--- src/hw/rtl/marching_tetrahedra_cube_top_macros.svh ---
// Assertion macros shared by the marching tetrahedra block.
`ifndef MARCHING_TETRAHEDRA_CUBE_TOP_MACROS_SVH
`define MARCHING_TETRAHEDRA_CUBE_TOP_MACROS_SVH
`ifndef SYNTHESIS
// Same-cycle implication.
`define MTC_ASSERT_IMP(lbl, clk, rst, ante, cons) \
  lbl: assert property (@(posedge clk) disable iff (rst) (ante) |-> (cons)) \
    else $error("same-cycle check failed");
// Next-cycle implication.
`define MTC_ASSERT_NXT(lbl, clk, rst, ante, cons) \
  lbl: assert property (@(posedge clk) disable iff (rst) (ante) |=> (cons)) \
    else $error("next-cycle check failed");
`else
`define MTC_ASSERT_IMP(lbl, clk, rst, ante, cons)
`define MTC_ASSERT_NXT(lbl, clk, rst, ante, cons)
`endif
`endif

--- src/hw/rtl/mtc_pkg.sv ---
`timescale 1ns / 1ps
package mtc_pkg;

  localparam int NUM_TETRA = 5;
  localparam int NUM_SLOT  = 4;

  // Lane sequencer steps.
  typedef logic [3:0] step_t;
  localparam step_t STEP_CASE      = 4'd0;
  localparam step_t STEP_MUL       = 4'd1;
  localparam step_t STEP_DIV_FIRST = 4'd2;
  localparam step_t STEP_DIV_LAST  = 4'd9;
  localparam step_t STEP_FIN       = 4'd10;
  localparam step_t STEP_DONE      = 4'd11;

  // Register indexes and reset values.
  localparam logic REG_THRESHOLD  = 1'b0;
  localparam logic REG_VOXEL_SIZE = 1'b1;
  localparam logic [15:0] THRESHOLD_RESET  = 16'd32768;
  localparam logic [15:0] VOXEL_SIZE_RESET = 16'd256;

  typedef struct packed {
    logic [23:0] x;
    logic [23:0] y;
    logic [23:0] z;
  } vert_t;

  typedef struct packed {
    logic ld_case;
    logic ld_mul;
    logic div_en;
    logic fin;
  } lane_ctl_t;

  typedef struct packed {
    logic [1:0]      ntri;
    vert_t [3:0]     v;
  } lane_res_t;

  // Tetrahedra as corner ids (X*4 + Y*2 + Z), even parity split first.
  localparam logic [2:0] SPLIT_TAB [2][5][4] = '{
    '{'{3'd3, 3'd2, 3'd0, 3'd6}, '{3'd5, 3'd4, 3'd6, 3'd0}, '{3'd0, 3'd1, 3'd3, 3'd5},
      '{3'd6, 3'd7, 3'd5, 3'd3}, '{3'd3, 3'd0, 3'd5, 3'd6}},
    '{'{3'd1, 3'd0, 3'd4, 3'd2}, '{3'd7, 3'd6, 3'd2, 3'd4}, '{3'd4, 3'd5, 3'd1, 3'd7},
      '{3'd2, 3'd3, 3'd7, 3'd1}, '{3'd1, 3'd2, 3'd4, 3'd7}}
  };

  // Edge end points as positions within the tetrahedron.
  localparam logic [1:0] EDGE_P [6] = '{2'd0, 2'd0, 2'd0, 2'd1, 2'd1, 2'd3};
  localparam logic [1:0] EDGE_Q [6] = '{2'd1, 2'd2, 2'd3, 2'd3, 2'd2, 2'd2};

  // Triangles per case.
  localparam logic [1:0] CASE_NTRI [16] = '{
    2'd0, 2'd1, 2'd1, 2'd2, 2'd1, 2'd2, 2'd2, 2'd1,
    2'd1, 2'd2, 2'd2, 2'd1, 2'd2, 2'd1, 2'd1, 2'd0
  };

  // Crossed edges per case, in vertex order.
  localparam logic [2:0] CASE_EDGE [16][4] = '{
    '{3'd0, 3'd0, 3'd0, 3'd0}, '{3'd0, 3'd2, 3'd1, 3'd0},
    '{3'd0, 3'd4, 3'd3, 3'd0}, '{3'd2, 3'd1, 3'd4, 3'd3},
    '{3'd1, 3'd5, 3'd4, 3'd0}, '{3'd2, 3'd5, 3'd4, 3'd0},
    '{3'd0, 3'd1, 3'd5, 3'd3}, '{3'd2, 3'd5, 3'd3, 3'd0},
    '{3'd2, 3'd3, 3'd5, 3'd0}, '{3'd1, 3'd0, 3'd3, 3'd5},
    '{3'd0, 3'd4, 3'd5, 3'd2}, '{3'd1, 3'd4, 3'd5, 3'd0},
    '{3'd1, 3'd2, 3'd3, 3'd4}, '{3'd0, 3'd3, 3'd4, 3'd0},
    '{3'd0, 3'd1, 3'd2, 3'd0}, '{3'd0, 3'd0, 3'd0, 3'd0}
  };

endpackage

--- src/hw/rtl/mtc_lane.sv ---
`timescale 1ns / 1ps
module mtc_lane import mtc_pkg::*; (
  input  logic        clk,
  input  lane_ctl_t   ctl,
  input  logic [15:0] threshold,
  input  logic [15:0] voxel_size,
  input  logic [7:0]  smp [NUM_SLOT],
  input  logic [2:0]  cid [NUM_SLOT],
  input  logic [23:0] pos_lo [3],
  input  logic [23:0] pos_hi [3],
  output lane_res_t   res
);

  logic [15:0] n_r  [NUM_SLOT];
  logic [15:0] d_r  [NUM_SLOT];
  logic [2:0]  cp_r [NUM_SLOT];
  logic [2:0]  cq_r [NUM_SLOT];
  logic [17:0] rem  [NUM_SLOT];
  logic [15:0] qr   [NUM_SLOT];

  logic [3:0]  idx;
  logic [15:0] n_c  [NUM_SLOT];
  logic [15:0] d_c  [NUM_SLOT];
  logic [2:0]  cp_c [NUM_SLOT];
  logic [2:0]  cq_c [NUM_SLOT];
  logic [17:0] rem_next [NUM_SLOT];
  logic [15:0] qr_next  [NUM_SLOT];
  logic [33:0] num_c    [NUM_SLOT];
  vert_t       vert_c   [NUM_SLOT];

  // Case index and the distance terms of each crossed edge.
  always_comb begin
    logic [2:0]  e;
    logic [1:0]  pp;
    logic [1:0]  pq;
    logic [16:0] dn;
    logic [16:0] dd;
    for (int i = 0; i < NUM_SLOT; i++) begin
      idx[i] = {smp[i], 8'h00} > threshold;
    end
    for (int k = 0; k < NUM_SLOT; k++) begin
      e  = CASE_EDGE[idx][k];
      pp = EDGE_P[e];
      pq = EDGE_Q[e];
      dn = {1'b0, threshold} - {1'b0, smp[pp], 8'h00};
      dd = {1'b0, smp[pq], 8'h00} - {1'b0, smp[pp], 8'h00};
      if (dd[16]) begin
        dn = -dn;
        dd = -dd;
      end
      if (dn[16]) begin
        n_c[k] = 16'd0;
      end else if (dn[15:0] > dd[15:0]) begin
        n_c[k] = dd[15:0];
      end else begin
        n_c[k] = dn[15:0];
      end
      d_c[k]  = dd[15:0];
      cp_c[k] = cid[pp];
      cq_c[k] = cid[pq];
    end
  end

  // Dividend 2*n*voxel + d, then two restoring steps of the divider.
  always_comb begin
    logic [31:0] prod;
    logic [17:0] r;
    logic [15:0] q;
    logic [17:0] dv;
    for (int k = 0; k < NUM_SLOT; k++) begin
      prod     = n_r[k] * voxel_size;
      num_c[k] = {1'b0, prod, 1'b0} + {18'd0, d_r[k]};
      dv = {1'b0, d_r[k], 1'b0};
      r  = rem[k];
      q  = qr[k];
      for (int s = 0; s < 2; s++) begin
        r = {r[16:0], q[15]};
        q = {q[14:0], 1'b0};
        if (r >= dv) begin
          r    = r - dv;
          q[0] = 1'b1;
        end
      end
      rem_next[k] = r;
      qr_next[k]  = q;
    end
  end

  // Vertex position: step from the first corner towards the second.
  always_comb begin
    logic [23:0] q24;
    logic [23:0] pa;
    logic [23:0] crd [3];
    logic        bp;
    logic        bq;
    for (int k = 0; k < NUM_SLOT; k++) begin
      q24 = (d_r[k] == 16'd0) ? 24'd0 : {8'd0, qr[k]};
      for (int ax = 0; ax < 3; ax++) begin
        bp = cp_r[k][2 - ax];
        bq = cq_r[k][2 - ax];
        pa = bp ? pos_hi[ax] : pos_lo[ax];
        if (bp == bq) begin
          crd[ax] = pa;
        end else if (bq) begin
          crd[ax] = pa + q24;
        end else begin
          crd[ax] = pa - q24;
        end
      end
      vert_c[k] = '{x: crd[0], y: crd[1], z: crd[2]};
    end
  end

  // Per-slot registers across the steps.
  always_ff @(posedge clk) begin
    if (ctl.ld_case) begin
      res.ntri <= CASE_NTRI[idx];
    end
    for (int k = 0; k < NUM_SLOT; k++) begin
      if (ctl.ld_case) begin
        n_r[k]  <= n_c[k];
        d_r[k]  <= d_c[k];
        cp_r[k] <= cp_c[k];
        cq_r[k] <= cq_c[k];
      end
      if (ctl.ld_mul) begin
        rem[k] <= num_c[k][33:16];
        qr[k]  <= num_c[k][15:0];
      end else if (ctl.div_en) begin
        rem[k] <= rem_next[k];
        qr[k]  <= qr_next[k];
      end
      if (ctl.fin) begin
        res.v[k] <= vert_c[k];
      end
    end
  end

endmodule

--- config.mk ---
export PLATFORM = sky130hd
export DESIGN_NAME = mtc_lane
export DESIGN_NICKNAME = d
export VERILOG_FILES = /design/src/hw/rtl/marching_tetrahedra_cube_top_macros.svh /design/src/hw/rtl/mtc_pkg.sv /design/src/hw/rtl/mtc_lane.sv
export SDC_FILE = /design/constraint.sdc
export NUM_CORES = 2
export LEC_CHECK = 0
export BUFFER_PORTS_ARGS = -buffer_cell sky130_fd_sc_hd__buf_4
export CORE_MARGIN = 2
export CORE_UTILIZATION = 33
export CTS_CLUSTER_DIAMETER = 200
export DETAILED_ROUTE_END_ITERATION = 8
export GPL_ROUTABILITY_DRIVEN = 0
export SYNTH_ARGS = -nofsm -noshare
export SYNTH_HDL_FRONTEND = slang
export SYNTH_SLANG_ARGS = --single-unit
--- constraint.sdc ---
create_clock -name clk -period 8.5 [get_ports clk]
set_input_delay 0.85 -clock clk [delete_from_list [all_inputs] [get_ports clk]]
set_output_delay 0.85 -clock clk [all_outputs]
set_load 0.1 [all_outputs]
==> results_dict.tcl <==
set metrics [dict create \
    coreArea_um2 268000 \
    cts_resized 0 \
    wl_per_cell_um 22.3 \
    fill_cells 27323 \
    period_minus_slack_ns 8.00 \
    dp_hpwl_mm 270 \
    design_area_um2 102000 \
    critPathKind "flop to flop" \
    min_period_over_period_pct 94.1 \
    pin_count 515 \
    crit_fanout 16 \
    cts_root_buf "clkbuf_16" \
    avgViaCountPerCell 5.30 \
    die_area_um2 274000 \
    die_h_um 524 \
    critPathLaunchType "flop" \
    synth_cells 10326 \
    synth-main-ff-cell "edfxtp_1" \
    clkSinkCount 542 \
    port_buffers 514 \
    hold_ws_ns 0.466 \
    antenna_left 0 \
    remaining_drc_errors 0 \
    fin_skew_ns 0.0494 \
    relSlewSlack_pct 15.0 \
    ys_ff_latch 542 \
    tightest_slew_ns 1.28 \
    drive_gt1_share_pct 14.6 \
    postCtsSetupBuffers 0 \
    synth_edf_count 542 \
    multiInputGateArea_um2 66400 \
    die_w_um 524 \
    hold_path_class "primary input to flop" \
    areaGrowthSynthToFinish_pct 14.5 \
    ys_seq_area_share_pct 18.3 \
    fin_nets 12852 \
    synth_area_um2 89100 \
    grt.busiest_layer "met2" \
    grt_use_met2_pct 35.1 \
    clkTransAtPathRegs_ns 0.06 \
    yosys_warnings 0 \
    grt_overflow 0 \
    grt.total_usage_pct 23.2 \
    worst_slack_ns 0.499 \
    cts_tree "yes" \
    yosysUniqueCellTypes 123 \
    slew_viol_final 0 \
    cts_buffers 74 \
    drt_iter0_drc 6753 \
    regArea_um2 16300 \
    h-tree-depth 3 \
    grt_use_met3_pct 4.06 \
    hold_viol 0 \
    arrival_ns 8.43 \
    postCtsHoldBufs 0 \
    synth_fp_nets 12271 \
    pre_cts_ws_ns -0.0753 \
    rsz0062_at_grt "false" \
    rows 190 \
    drv_cap 0 \
    setup_viol 0 \
    fmax_ghz 0.125 \
    routed_wl_mm 324 \
    critPathCaptureType "flop" \
    grt_pass1_wl_mm 477 \
    grt_pass1_vias 73197 \
    antenna_found_initial 24 \
    grtUsageMet1_pct 31.3 \
    required_ns 8.93 \
    clock_path_buffers 3 \
    place_area_um2 99500 \
    status "completed" \
    avgSynthCellArea_um2 8.63 \
    vias 77098 \
    synthArstFlopShare_pct 0 \
    clock_latency_ns 0.74 \
    start_util_pct 33.2 \
    first_pass_iters 8 \
    grt_max_degree 149 \
]
[worst paths after layout]
path | from | depth (start not counted) | slack [ns] | end
setup / recovery | n_r[0][7] | 26 | 0.50 | rem[0][15]
hold / removal | cid[10] | 3 | 0.47 | cp_r[0][1]
setup reg to reg | n_r[0][7] | 26 | 0.50 | rem[0][15]
hold reg to reg | rem[1][5] | 2 | 0.52 | rem[1][7]
[cell usage after synthesis (13+ instances only)]
| cell type | n | area share, % |
|---|---|---|
| a211o_1 | 14 | 0.14 |
| a211oi_1 | 60 | 0.51 |
| a21boi_0 | 52 | 0.44 |
| a21o_1 | 92 | 0.78 |
| a21oi_1 | 562 | 3.2 |
| a22o_1 | 34 | 0.33 |
| a311oi_1 | 13 | 0.13 |
| a31o_2 | 28 | 0.28 |
| a31oi_1 | 41 | 0.29 |
| a41oi_1 | 16 | 0.16 |
| and2_1 | 517 | 3.6 |
| and3_1 | 52 | 0.37 |
| buf_1 | 26 | 0.11 |
| buf_2 | 14 | 0.079 |
| clkbuf_1 | 426 | 1.8 |
| edfxtp_1 | 542 | 18 |
| fa_1 | 796 | 18 |
| ha_1 | 924 | 13 |
| inv_1 | 1255 | 5.3 |
| mux2_2 | 359 | 4.5 |
| mux2i_1 | 63 | 0.71 |
| nand2_1 | 1154 | 4.9 |
| nand2b_1 | 88 | 0.62 |
| nand3_1 | 155 | 0.87 |
| nand3b_1 | 18 | 0.15 |
| nand4_1 | 33 | 0.23 |
| nor2_1 | 763 | 3.2 |
| nor2b_1 | 74 | 0.52 |
| nor3_1 | 225 | 1.3 |
| nor4_1 | 36 | 0.25 |
| o2111ai_1 | 21 | 0.21 |
| o211ai_1 | 37 | 0.31 |
| o21a_1 | 129 | 1.1 |
| o21ai_0 | 458 | 2.6 |
| o21bai_1 | 50 | 0.42 |
| o22ai_1 | 76 | 0.53 |
| o31a_1 | 70 | 0.69 |
| o31ai_1 | 58 | 0.49 |
| or2_2 | 26 | 0.18 |
| or3_1 | 113 | 0.79 |
| or4_1 | 13 | 0.11 |
| xnor2_1 | 413 | 4.1 |
| xor2_1 | 181 | 1.8 |
[state kept, by name, summed over array words and instances, names as in the netlist]
signal  count
cp_r       12
cq_r       12
d_r        32
n_r        64
qr         64
rem        68
res       290
[worst max-delay path: stages, from the launching register on]
cell and delay, ns:
edfxtp_1 0.74, and2_1 0.34, fa_1 0.53, inv_1 0.05
fa_1 0.47, inv_1 0.05, fa_1 0.49, inv_1 0.05
fa_1 0.54, inv_1 0.06, fa_1 0.48, inv_1 0.05
fa_1 0.47, inv_1 0.04, ha_1 0.29, o21ai_0 0.19
nor3_1 0.15, or4b_2 0.67, nand3b_1 0.15, nand3_1 0.12
and3_1 0.20, o31ai_1 0.33, nor4b_1 0.43, nor3_1 0.17
nor4_1 0.38, xnor2_1 0.17, a21oi_1 0.09
[per-stage QoR]
stage	setup TNS (ns)	cells	util, %
4_1_cts	0	14518	38.0
3_5_place_dp	-0.0753	14383	37.1
2_1_floorplan	0	10326	-
3_3_place_gp	-0.0697	14383	37.1
5_1_grt	0	14523	38.0
6_report	0	14542	38.0
[final cells by class]
class | count | share of cell area, %
Multi-Input combinational cell | 8049 | 65.2
Sequential cell | 542 | 16.0
Timing Repair Buffer | 982 | 7.45
Inverter | 1258 | 4.63
Tap cell | 3552 | 4.36
Clock buffer | 89 | 1.89
Clock inverter | 46 | 0.498
Antenna cell | 24 | 0.0589
[layer usage]
| layer | part of all wire [%] | wire [µm] |
|---|---|---|
| met1 | 43 | 140000 |
| met5 | 0.028 | 92 |
| met3 | 8.2 | 26500 |
| met2 | 42 | 137000 |
| met4 | 6.4 | 20800 |
[cells in the final DEF, fill, tap and decap left out, types with 52 or more instances in the layout]
master,count
a21o_1,92
o21a_1,129
edfxtp_1,542
nor2b_1,73
a211oi_1,60
and2_1,517
or3_1,113
nor2_1,763
fa_1,796
o22ai_1,75
nand2b_1,87
a21oi_1,561
and3_1,52
o31ai_1,58
nand3_1,155
xor2_1,169
xnor2_1,413
mux2i_1,63
mux2_2,359
nor3_1,225
clkbuf_16,75
inv_1,1255
a21boi_0,52
ha_1,924
o21ai_0,457
nand2_1,1154
buf_4,963
o31a_1,70
[logic make-up after synthesis]
| group | Yosys count | share of synthesized area (%) |
|---|---|---|
| simple gates | 3320 | 17.6 |
| compound gates | 1980 | 14.5 |
| buf+inv | 1735 | 7.42 |
| fa+ha+maj | 1727 | 30.9 |
| xor+xnor | 600 | 5.97 |
| flops | 542 | 18.3 |
| mux | 422 | 5.25 |
Power is left out: the tool's default activity adds up to more than one toggle a clock period on the data nets, which glitch-free logic cannot reach.
