==> config.mk <==
export PLATFORM = sky130hd
export DESIGN_NAME = mtc_merge
export DESIGN_NICKNAME = d
export VERILOG_FILES = /design/src/hw/rtl/marching_tetrahedra_cube_top_macros.svh /design/src/hw/rtl/mtc_pkg.sv /design/src/hw/rtl/mtc_merge.sv
export SDC_FILE = /design/constraint.sdc
export NUM_CORES = 1
export LEC_CHECK = 0
export ABC_AREA = 1
export BUFFER_PORTS_ARGS = -buffer_cell sky130_fd_sc_hd__buf_2
export CAP_MARGIN = 10
export CORE_AREA = 2 2 646 648
export CTS_CLUSTER_DIAMETER = 150
export DETAILED_ROUTE_END_ITERATION = 12
export DIE_AREA = 0 0 648 650
export MAX_ROUTING_LAYER = met4
export PLACE_DENSITY = 0.32
export SYNTH_ARGS = -nofsm -noshare
export SYNTH_HDL_FRONTEND = slang
export SYNTH_SLANG_ARGS = --single-unit
==> constraint.sdc <==
create_clock -name clk -period 63 [get_ports clk]
set_clock_uncertainty 0.15 [all_clocks]
set_input_delay 3.15 -clock clk [delete_from_list [all_inputs] [get_ports clk]]
set_output_delay 3.15 -clock clk [all_outputs]
set_load 0.01 [all_outputs]
==> src/hw/rtl/marching_tetrahedra_cube_top_macros.svh <==
// Assertion macros shared by the marching tetrahedra block.
`ifndef MARCHING_TETRAHEDRA_CUBE_TOP_MACROS_SVH
`define MARCHING_TETRAHEDRA_CUBE_TOP_MACROS_SVH
`ifndef SYNTHESIS
// Same-cycle implication.
`define MTC_ASSERT_IMP(lbl, clk, rst, ante, cons) \
  lbl: assert property (@(posedge clk) disable iff (rst) (ante) |-> (cons)) \
    else $error("same-cycle check failed");
// Next-cycle implication.
`define MTC_ASSERT_NXT(lbl, clk, rst, ante, cons) \
  lbl: assert property (@(posedge clk) disable iff (rst) (ante) |=> (cons)) \
    else $error("next-cycle check failed");
`else
`define MTC_ASSERT_IMP(lbl, clk, rst, ante, cons)
`define MTC_ASSERT_NXT(lbl, clk, rst, ante, cons)
`endif
`endif

==> src/hw/rtl/mtc_pkg.sv <==
`timescale 1ns / 1ps
package mtc_pkg;

  localparam int NUM_TETRA = 5;
  localparam int NUM_SLOT  = 4;

  // Lane sequencer steps.
  typedef logic [3:0] step_t;
  localparam step_t STEP_CASE      = 4'd0;
  localparam step_t STEP_MUL       = 4'd1;
  localparam step_t STEP_DIV_FIRST = 4'd2;
  localparam step_t STEP_DIV_LAST  = 4'd9;
  localparam step_t STEP_FIN       = 4'd10;
  localparam step_t STEP_DONE      = 4'd11;

  // Register indexes and reset values.
  localparam logic REG_THRESHOLD  = 1'b0;
  localparam logic REG_VOXEL_SIZE = 1'b1;
  localparam logic [15:0] THRESHOLD_RESET  = 16'd32768;
  localparam logic [15:0] VOXEL_SIZE_RESET = 16'd256;

  typedef struct packed {
    logic [23:0] x;
    logic [23:0] y;
    logic [23:0] z;
  } vert_t;

  typedef struct packed {
    logic ld_case;
    logic ld_mul;
    logic div_en;
    logic fin;
  } lane_ctl_t;

  typedef struct packed {
    logic [1:0]      ntri;
    vert_t [3:0]     v;
  } lane_res_t;

  // Tetrahedra as corner ids (X*4 + Y*2 + Z), even parity split first.
  localparam logic [2:0] SPLIT_TAB [2][5][4] = '{
    '{'{3'd3, 3'd2, 3'd0, 3'd6}, '{3'd5, 3'd4, 3'd6, 3'd0}, '{3'd0, 3'd1, 3'd3, 3'd5},
      '{3'd6, 3'd7, 3'd5, 3'd3}, '{3'd3, 3'd0, 3'd5, 3'd6}},
    '{'{3'd1, 3'd0, 3'd4, 3'd2}, '{3'd7, 3'd6, 3'd2, 3'd4}, '{3'd4, 3'd5, 3'd1, 3'd7},
      '{3'd2, 3'd3, 3'd7, 3'd1}, '{3'd1, 3'd2, 3'd4, 3'd7}}
  };

  // Edge end points as positions within the tetrahedron.
  localparam logic [1:0] EDGE_P [6] = '{2'd0, 2'd0, 2'd0, 2'd1, 2'd1, 2'd3};
  localparam logic [1:0] EDGE_Q [6] = '{2'd1, 2'd2, 2'd3, 2'd3, 2'd2, 2'd2};

  // Triangles per case.
  localparam logic [1:0] CASE_NTRI [16] = '{
    2'd0, 2'd1, 2'd1, 2'd2, 2'd1, 2'd2, 2'd2, 2'd1,
    2'd1, 2'd2, 2'd2, 2'd1, 2'd2, 2'd1, 2'd1, 2'd0
  };

  // Crossed edges per case, in vertex order.
  localparam logic [2:0] CASE_EDGE [16][4] = '{
    '{3'd0, 3'd0, 3'd0, 3'd0}, '{3'd0, 3'd2, 3'd1, 3'd0},
    '{3'd0, 3'd4, 3'd3, 3'd0}, '{3'd2, 3'd1, 3'd4, 3'd3},
    '{3'd1, 3'd5, 3'd4, 3'd0}, '{3'd2, 3'd5, 3'd4, 3'd0},
    '{3'd0, 3'd1, 3'd5, 3'd3}, '{3'd2, 3'd5, 3'd3, 3'd0},
    '{3'd2, 3'd3, 3'd5, 3'd0}, '{3'd1, 3'd0, 3'd3, 3'd5},
    '{3'd0, 3'd4, 3'd5, 3'd2}, '{3'd1, 3'd4, 3'd5, 3'd0},
    '{3'd1, 3'd2, 3'd3, 3'd4}, '{3'd0, 3'd3, 3'd4, 3'd0},
    '{3'd0, 3'd1, 3'd2, 3'd0}, '{3'd0, 3'd0, 3'd0, 3'd0}
  };

endpackage

==> src/hw/rtl/mtc_merge.sv <==
`timescale 1ns / 1ps
module mtc_merge import mtc_pkg::*; (
  input  logic      clk,
  input  logic      rst,
  input  logic      load,
  input  lane_res_t res [NUM_TETRA],
  output logic      free,
  input  logic      out_ready,
  output logic      out_valid,
  output vert_t     p0,
  output vert_t     p1,
  output vert_t     p2,
  output logic      last_of_cell
);

  lane_res_t  hold_r [NUM_TETRA];
  logic       active;
  logic [2:0] ptr;
  logic       sub;

  logic [NUM_TETRA-1:0] has;
  logic [NUM_TETRA-1:0] has_in;
  logic       nxt_found;
  logic [2:0] nxt_ptr;
  logic [2:0] first_ptr;
  lane_res_t  cur;
  logic       two;
  logic       emit;

  assign free = !active;

  // Next tetrahedron with triangles after the current one, and the first at load.
  always_comb begin
    nxt_found = 1'b0;
    nxt_ptr   = ptr;
    first_ptr = 3'd0;
    for (int j = NUM_TETRA - 1; j >= 0; j--) begin
      has[j]    = hold_r[j].ntri != 2'd0;
      has_in[j] = res[j].ntri != 2'd0;
      if (3'(j) > ptr && has[j]) begin
        nxt_found = 1'b1;
        nxt_ptr   = 3'(j);
      end
      if (has_in[j]) begin
        first_ptr = 3'(j);
      end
    end
  end

  assign cur  = hold_r[ptr];
  assign two  = cur.ntri == 2'd2;
  assign emit = active && (!out_valid || out_ready);

  // Walk the held triangles into the output register, one per cycle unless stalled.
  always_ff @(posedge clk) begin
    if (rst) begin
      active    <= 1'b0;
      ptr       <= 3'd0;
      sub       <= 1'b0;
      out_valid <= 1'b0;
    end else begin
      if (load) begin
        hold_r <= res;
        active <= |has_in;
        ptr    <= first_ptr;
        sub    <= 1'b0;
      end else if (emit) begin
        if (!sub && two) begin
          sub <= 1'b1;
        end else if (nxt_found) begin
          ptr <= nxt_ptr;
          sub <= 1'b0;
        end else begin
          active <= 1'b0;
        end
      end
      if (emit) begin
        out_valid <= 1'b1;
      end else if (out_ready) begin
        out_valid <= 1'b0;
      end
    end
  end

  // Output payload.
  always_ff @(posedge clk) begin
    if (emit) begin
      p0           <= cur.v[0];
      p1           <= sub ? cur.v[2] : cur.v[1];
      p2           <= sub ? cur.v[3] : cur.v[2];
      last_of_cell <= !(!sub && two) && !nxt_found;
    end
  end

endmodule

==> qor.yml, run 1 <==
status:
  outcome: "finished clean"
sta:
  period_needed_ps: 7240
  hold_viol_final: 0
  maxSlewHeadroom: 0.117
  rsz0062_at_grt: "no"
  drv_slew: 0
  setup_slack_ps: 55760
  fin_crit_sh: 0.115
  worstMarginPinSlew_ps: 1310
  tns_ps: 0
  fmax_mhz: 138
  setup_viol: 0
setup_path:
  worst_path_max_delay_cell: "buf_4"
  required_ps: 63380
  worstSetupStartpointType: "primary input"
  crit_fanout: 143
  crit_top_cell: "buf_4"
  rr_startpoint: "ptr[0]"
  crit_type: "in2reg"
  cp-end-kind: "register"
  crit_family: "buffers and inverters"
  cp.arrival_ps: 7620
  cp_num_buf_inv: 7
  crit_chain: "buf_2, inv_1, nor2_4, buf_12, buf_4, buf_4, buf_4, buf_12"
  cpPeakStageDelay_ps: 820
  cp-startpoint: "load"
clock_tree:
  path_clk_slew_ps: 60
  clock_latency_ps: 950
  cts_root_buf: "clkbuf_16"
  clockBufferDepth: 4
  cts_buffers: 216
  tritoncts: "built"
  holdBufCountCts: 0
  ctsResizeCount: 0
  cts_sinks: 1673
  postCtsSetupBuffers: 0
  h-tree-depth: 4
synth:
  synthCells: 4754
  yosys_warnings: 0
  synth-main-ff-cell: "edfxtp_1"
  avgSynthCellArea_um2: 13.6
  ys_seq_area_frac: 0.779
  yosysUniqueCellTypes: 23
  yosys.area.top_type: "edfxtp_1"
  async_flop_share: 0
  yosysTopAreaCellShare: 0.777
  yosys-top-cells-area: "edfxtp_1, o21ai_0, nand2_1, inv_1, nor2_1"
  synth_area_um2: 64400
  ys_ff_latch: 1673
  synth_edf_count: 1667
  synthesis.nets: 6208
  synth_commonest_cells: "edfxtp_1, nand2_1, o21ai_0"
  yosysMostFrequentCell: "edfxtp_1"
detailed_routing:
  dr.first_iter.drc_count: 3668
  vias: 47300
  wl_met3_um: 24000
  top_layer: "met4"
  detail_route.wl_per_cell_um: 28.9
  vias_per_cell: 3.84
  routed_wl_um: 357000
  first_pass_iters: 6
  dr_wl_met2_um: 191000
  drc: 0
  ant_nets: 0
  met1_length_um: 127000
flow_run:
  drv_cap: 0
die:
  start_util: 0.155
  fp.coreArea_um2: 415000
  die_x_um: 648
  die_area_um2: 421000
  ioPinCount: 1673
  rows: 237
  die_h_um: 650
global_routing:
  grt_pass1_wl_um: 460000
  grtUsageTotal: 0.167
  antenna_found_initial: 439
  grt-ovfl-total: 0
  grt_pass1_vias: 47600
  grt_start_max_net_pins: 144
power:
  p_leak_nw: 33.0
  irDropWorstVdd_uv: 20.0
  power_density_nw_per_um2: 34.5
place:
  gp_congestion: 0.863
  placed_cell_area_um2: 79200
  place_ws_ps: 54700
  port_buffers: 1672
  dp_hpwl_um: 272000
cells_and_area:
  fin_area_um2: 86600
  fin_nets: 7914
  drive_above_1_share: 0.318
  area_growth_pct: 34.4
  fillers: 45200
min_path:
  hold_path_class: "reg2reg"
  worstHoldStart: "out_valid"
## worst paths after layout
kind	end	slack [ps]	cells after the start
hold / removal	out_valid	380	2
setup / recovery	hold_r[953]	55760	8
hold reg to reg	out_valid	380	2
setup reg to reg	p1[47]	58720	11
## worst register-to-register path, cell delays in order, from the launching register on
cell and delay [ps]:
dfxtp_4 430, inv_8 340, buf_4 510, buf_4 610, buf_4 810, nand2_1 160, nand3_1 110, nand3_1 90
o21ai_1 460, buf_4 280, o22ai_1 90, inv_1 110
## kinds of logic after synthesis
| logic type | synth area share |
|---|---|
| AO/OA/AOI/OAI | 0.0917 |
| buffers and inverters | 0.0514 |
| AND/OR/NAND/NOR | 0.0780 |
| flip-flops | 0.779 |
## metal layers
metal / vias up / global-route usage
li1: 20900 / -
met1: 23400 / 0.171
met2: 2240 / 0.308
met3: 867 / 0.0426
met4: 0 / 0.0587
met5: - / -
## layout by cell type (no fill, tap or decap), types with 4 or more instances in the layout
master | Yosys | final
dfxtp_4 | 0 | 4
o21ai_2 | 0 | 8
a221o_1 | 72 | 72
inv_8 | 0 | 4
a21oi_1 | 151 | 151
clkinv_1 | 0 | 32
nor2_1 | 373 | 371
inv_1 | 496 | 494
o21ai_0 | 528 | 521
buf_2 | 73 | 1672
clkinv_2 | 0 | 41
clkinvlp_4 | 0 | 11
inv_6 | 0 | 9
clkbuf_16 | 0 | 217
o22ai_1 | 177 | 177
edfxtp_1 | 1667 | 1667
buf_4 | 32 | 96
nand3_1 | 224 | 224
o21ai_1 | 136 | 135
diode_2 | 0 | 210
bufinv_16 | 0 | 17
clkbuf_1 | 119 | 44
clkinv_16 | 0 | 4
nor3_1 | 83 | 83
buf_12 | 0 | 8
nand2_1 | 542 | 542
## power by group
group	total, W	internal (W)	switching (W)
Combinational	0.000394	0.000114	0.000279
Clock	0.00123	0.000702	0.000529
Sequential	0.00136	0.00133	0.0000301
Total	0.00298	0.00214	0.000838
## registers in the layout, summed over array words and instances (netlist names)
| register | count |
|---|---|
| out_valid | 1 |
| sub | 1 |
| last_of_cell | 1 |
| p1 | 72 |
| p2 | 72 |
| p0 | 72 |
| hold_r | 1450 |
| active | 1 |
| ptr | 3 |
## metrics by stage
step / util / hold WS (ps) / power (W) / cells
after detailed placement: 0.191 / 374 / 0.00179 / 11700
after global placement: 0.191 / 381 / 0.00179 / 11700
after CTS: 0.207 / 384 / 0.00305 / 12100
final: 0.209 / 376 / 0.00298 / 12300
after floorplan: - / 370 / 0.00160 / 4754
after global routing: 0.208 / 414 / 0.00311 / 12300
## area by class of cell
cell class | count | area [um^2] | share of cell area
Sequential cell | 1673 | 50200 | 0.580
Multi-Input combinational cell | 2294 | 11000 | 0.127
Timing Repair Buffer | 1776 | 9250 | 0.107
Tap cell | 5497 | 6880 | 0.0795
Clock buffer | 261 | 5600 | 0.0646
Inverter | 499 | 1910 | 0.0220
Clock inverter | 121 | 1220 | 0.0141
Antenna cell | 210 | 526 | 0.00607
Power figures use the tool's default switching activity.
==> run 2: changes to the inputs <==
--- a/config.mk
+++ b/config.mk
@@ -8,12 +8,12 @@
 export ABC_AREA = 1
 export BUFFER_PORTS_ARGS = -buffer_cell sky130_fd_sc_hd__buf_2
 export CAP_MARGIN = 10
-export CORE_AREA = 2 2 646 648
+export CORE_AREA = 2 2 652 654
 export CTS_CLUSTER_DIAMETER = 150
 export DETAILED_ROUTE_END_ITERATION = 12
-export DIE_AREA = 0 0 648 650
+export DIE_AREA = 0 0 654 656
 export MAX_ROUTING_LAYER = met4
-export PLACE_DENSITY = 0.32
+export PLACE_DENSITY = 0.3
 export SYNTH_ARGS = -nofsm -noshare
 export SYNTH_HDL_FRONTEND = slang
 export SYNTH_SLANG_ARGS = --single-unit
==> constraint.sdc (replaced) <==
create_clock -name clk -period 6.8 [get_ports clk]
set_clock_uncertainty 0.15 [all_clocks]
set_input_delay 0.34 -clock clk [delete_from_list [all_inputs] [get_ports clk]]
set_output_delay 0.34 -clock clk [all_outputs]
set_load 0.01 [all_outputs]
==> run 2 against run 1 <==
Compared with the run above:
- the flow now stops in 4_1_cts
- synthesized area unchanged
- synthesized cell count unchanged
==> qor.yml, run 2 <==
synth:
  async_flop_share: 0  # unchanged
  synth_area_um2: 64400  # unchanged
  yosys_warnings: 0  # unchanged
  avgSynthCellArea_um2: 13.6  # unchanged
  yosysMostFrequentCell: "edfxtp_1"
  ys_ff_latch: 1673  # unchanged
  synth_edf_count: 1667  # unchanged
  synth_commonest_cells: "edfxtp_1, nand2_1, o21ai_0"
  yosysTopAreaCellShare: 0.777  # unchanged
  yosysUniqueCellTypes: 23  # unchanged
  synth-main-ff-cell: "edfxtp_1"
  synthCells: 4754  # unchanged
  synthesis.nets: 6208  # unchanged
  ys_seq_area_frac: 0.779  # unchanged
  yosys-top-cells-area: "edfxtp_1, o21ai_0, nand2_1, inv_1, nor2_1"
  yosys.area.top_type: "edfxtp_1"
clock_tree:
  cts_root_buf: "clkbuf_16"
  clockBufferDepth: 4  # unchanged
  ctsResizeCount: 0  # unchanged
  cts_sinks: 1673  # unchanged
  cts_buffers: 219  # +1.4%
  postCtsSetupBuffers: 0  # unchanged
  h-tree-depth: 4  # unchanged
  holdBufCountCts: 2461  # +2,461
die:
  die_h_um: 656  # +0.92%
  ioPinCount: 1673  # unchanged
  rows: 239  # +0.84%
  start_util: 0.153  # -0.00272
  die_x_um: 654  # +0.93%
status:
  lastStage: "4_1_cts"
  outcome: "stopped before the end"
  error: "[ERROR RSZ-0060] Max buffer count reached."
place:
  port_buffers: 1672  # unchanged
  gp_congestion: 0.864  # +0.12%
  place_ws_ps: 2890  # -51,810 ps
  dp_hpwl_um: 293000  # +7.6%
[run 2: kinds of logic after synthesis]
group | share of synthesized area
flip-flops | 0.779
AND/OR/NAND/NOR | 0.0780
buffers and inverters | 0.0514
AO/OA/AOI/OAI | 0.0917
[run 2: stage by stage]
stage                     cell area, um^2  hold WS [ps]  cells   util
after detailed placement            79600           368  11900  0.189
after floorplan                     64400           259   4754      -
after global placement              79500           367  11900  0.188
==> run 3: changes to the inputs <==
--- a/config.mk
+++ b/config.mk
@@ -8,12 +8,10 @@
 export ABC_AREA = 1
 export BUFFER_PORTS_ARGS = -buffer_cell sky130_fd_sc_hd__buf_2
 export CAP_MARGIN = 10
-export CORE_AREA = 2 2 652 654
-export CTS_CLUSTER_DIAMETER = 150
+export CORE_AREA = 2 2 647 649
 export DETAILED_ROUTE_END_ITERATION = 12
-export DIE_AREA = 0 0 654 656
-export MAX_ROUTING_LAYER = met4
-export PLACE_DENSITY = 0.3
+export DIE_AREA = 0 0 649 651
+export PLACE_DENSITY_LB_ADDON = 0.15
 export SYNTH_ARGS = -nofsm -noshare
 export SYNTH_HDL_FRONTEND = slang
 export SYNTH_SLANG_ARGS = --single-unit
==> run 3 against run 2 <==
Compared with the run above:
- the flow again stops in 4_1_cts
- synthesized area did not move
- synthesized cell count did not move
==> qor.yml, run 3 <==
status:
  outcome: "stopped before the end"
  lastStage: "4_1_cts"
  error: "[ERROR RSZ-0060] Max buffer count reached."
die:
  ioPinCount: 1673  # unchanged
  rows: 237  # -0.84%
  die_h_um: 651  # -0.76%
  start_util: 0.155  # +0.00250
  die_x_um: 649  # -0.76%
clock_tree:
  postCtsSetupBuffers: 0  # unchanged
  ctsResizeCount: 0  # unchanged
  cts_root_buf: "clkbuf_16"
  holdBufCountCts: 2423  # -1.5%
  cts_sinks: 1673  # unchanged
  clockBufferDepth: 4  # unchanged
  h-tree-depth: 4  # unchanged
  cts_buffers: 218  # -0.46%
synth:
  synth_edf_count: 1667  # unchanged
  avgSynthCellArea_um2: 13.6  # unchanged
  ys_ff_latch: 1673  # unchanged
  synth_commonest_cells: "edfxtp_1, nand2_1, o21ai_0"
  synth-main-ff-cell: "edfxtp_1"
  yosysMostFrequentCell: "edfxtp_1"
  yosys.area.top_type: "edfxtp_1"
  synthesis.nets: 6208  # unchanged
  synth_area_um2: 64400  # unchanged
  async_flop_share: 0  # unchanged
  ys_seq_area_frac: 0.779  # unchanged
  yosysUniqueCellTypes: 23  # unchanged
  yosys-top-cells-area: "edfxtp_1, o21ai_0, nand2_1, inv_1, nor2_1"
  synthCells: 4754  # unchanged
  yosys_warnings: 0  # unchanged
  yosysTopAreaCellShare: 0.777  # unchanged
place:
  gp_congestion: 0.867  # +0.37%
  port_buffers: 1672  # unchanged
  dp_hpwl_um: 285000  # -2.6%
run 3: stage by stage:
stage          instances  setup slack (ps)  area [um^2]  hold WS [ps]  utilization
3_3_place_gp       11700              1710        79200           360        0.191
3_5_place_dp       11700              2130        79200           362        0.191
2_1_floorplan       4754            -16390        64400           259            -
run 3: cell families after synthesis:
family | Yosys count | synth area share
flip-flops | 1673 | 0.779
AND/OR/NAND/NOR | 1230 | 0.0780
AO/OA/AOI/OAI | 1064 | 0.0917
buffers and inverters | 787 | 0.0514
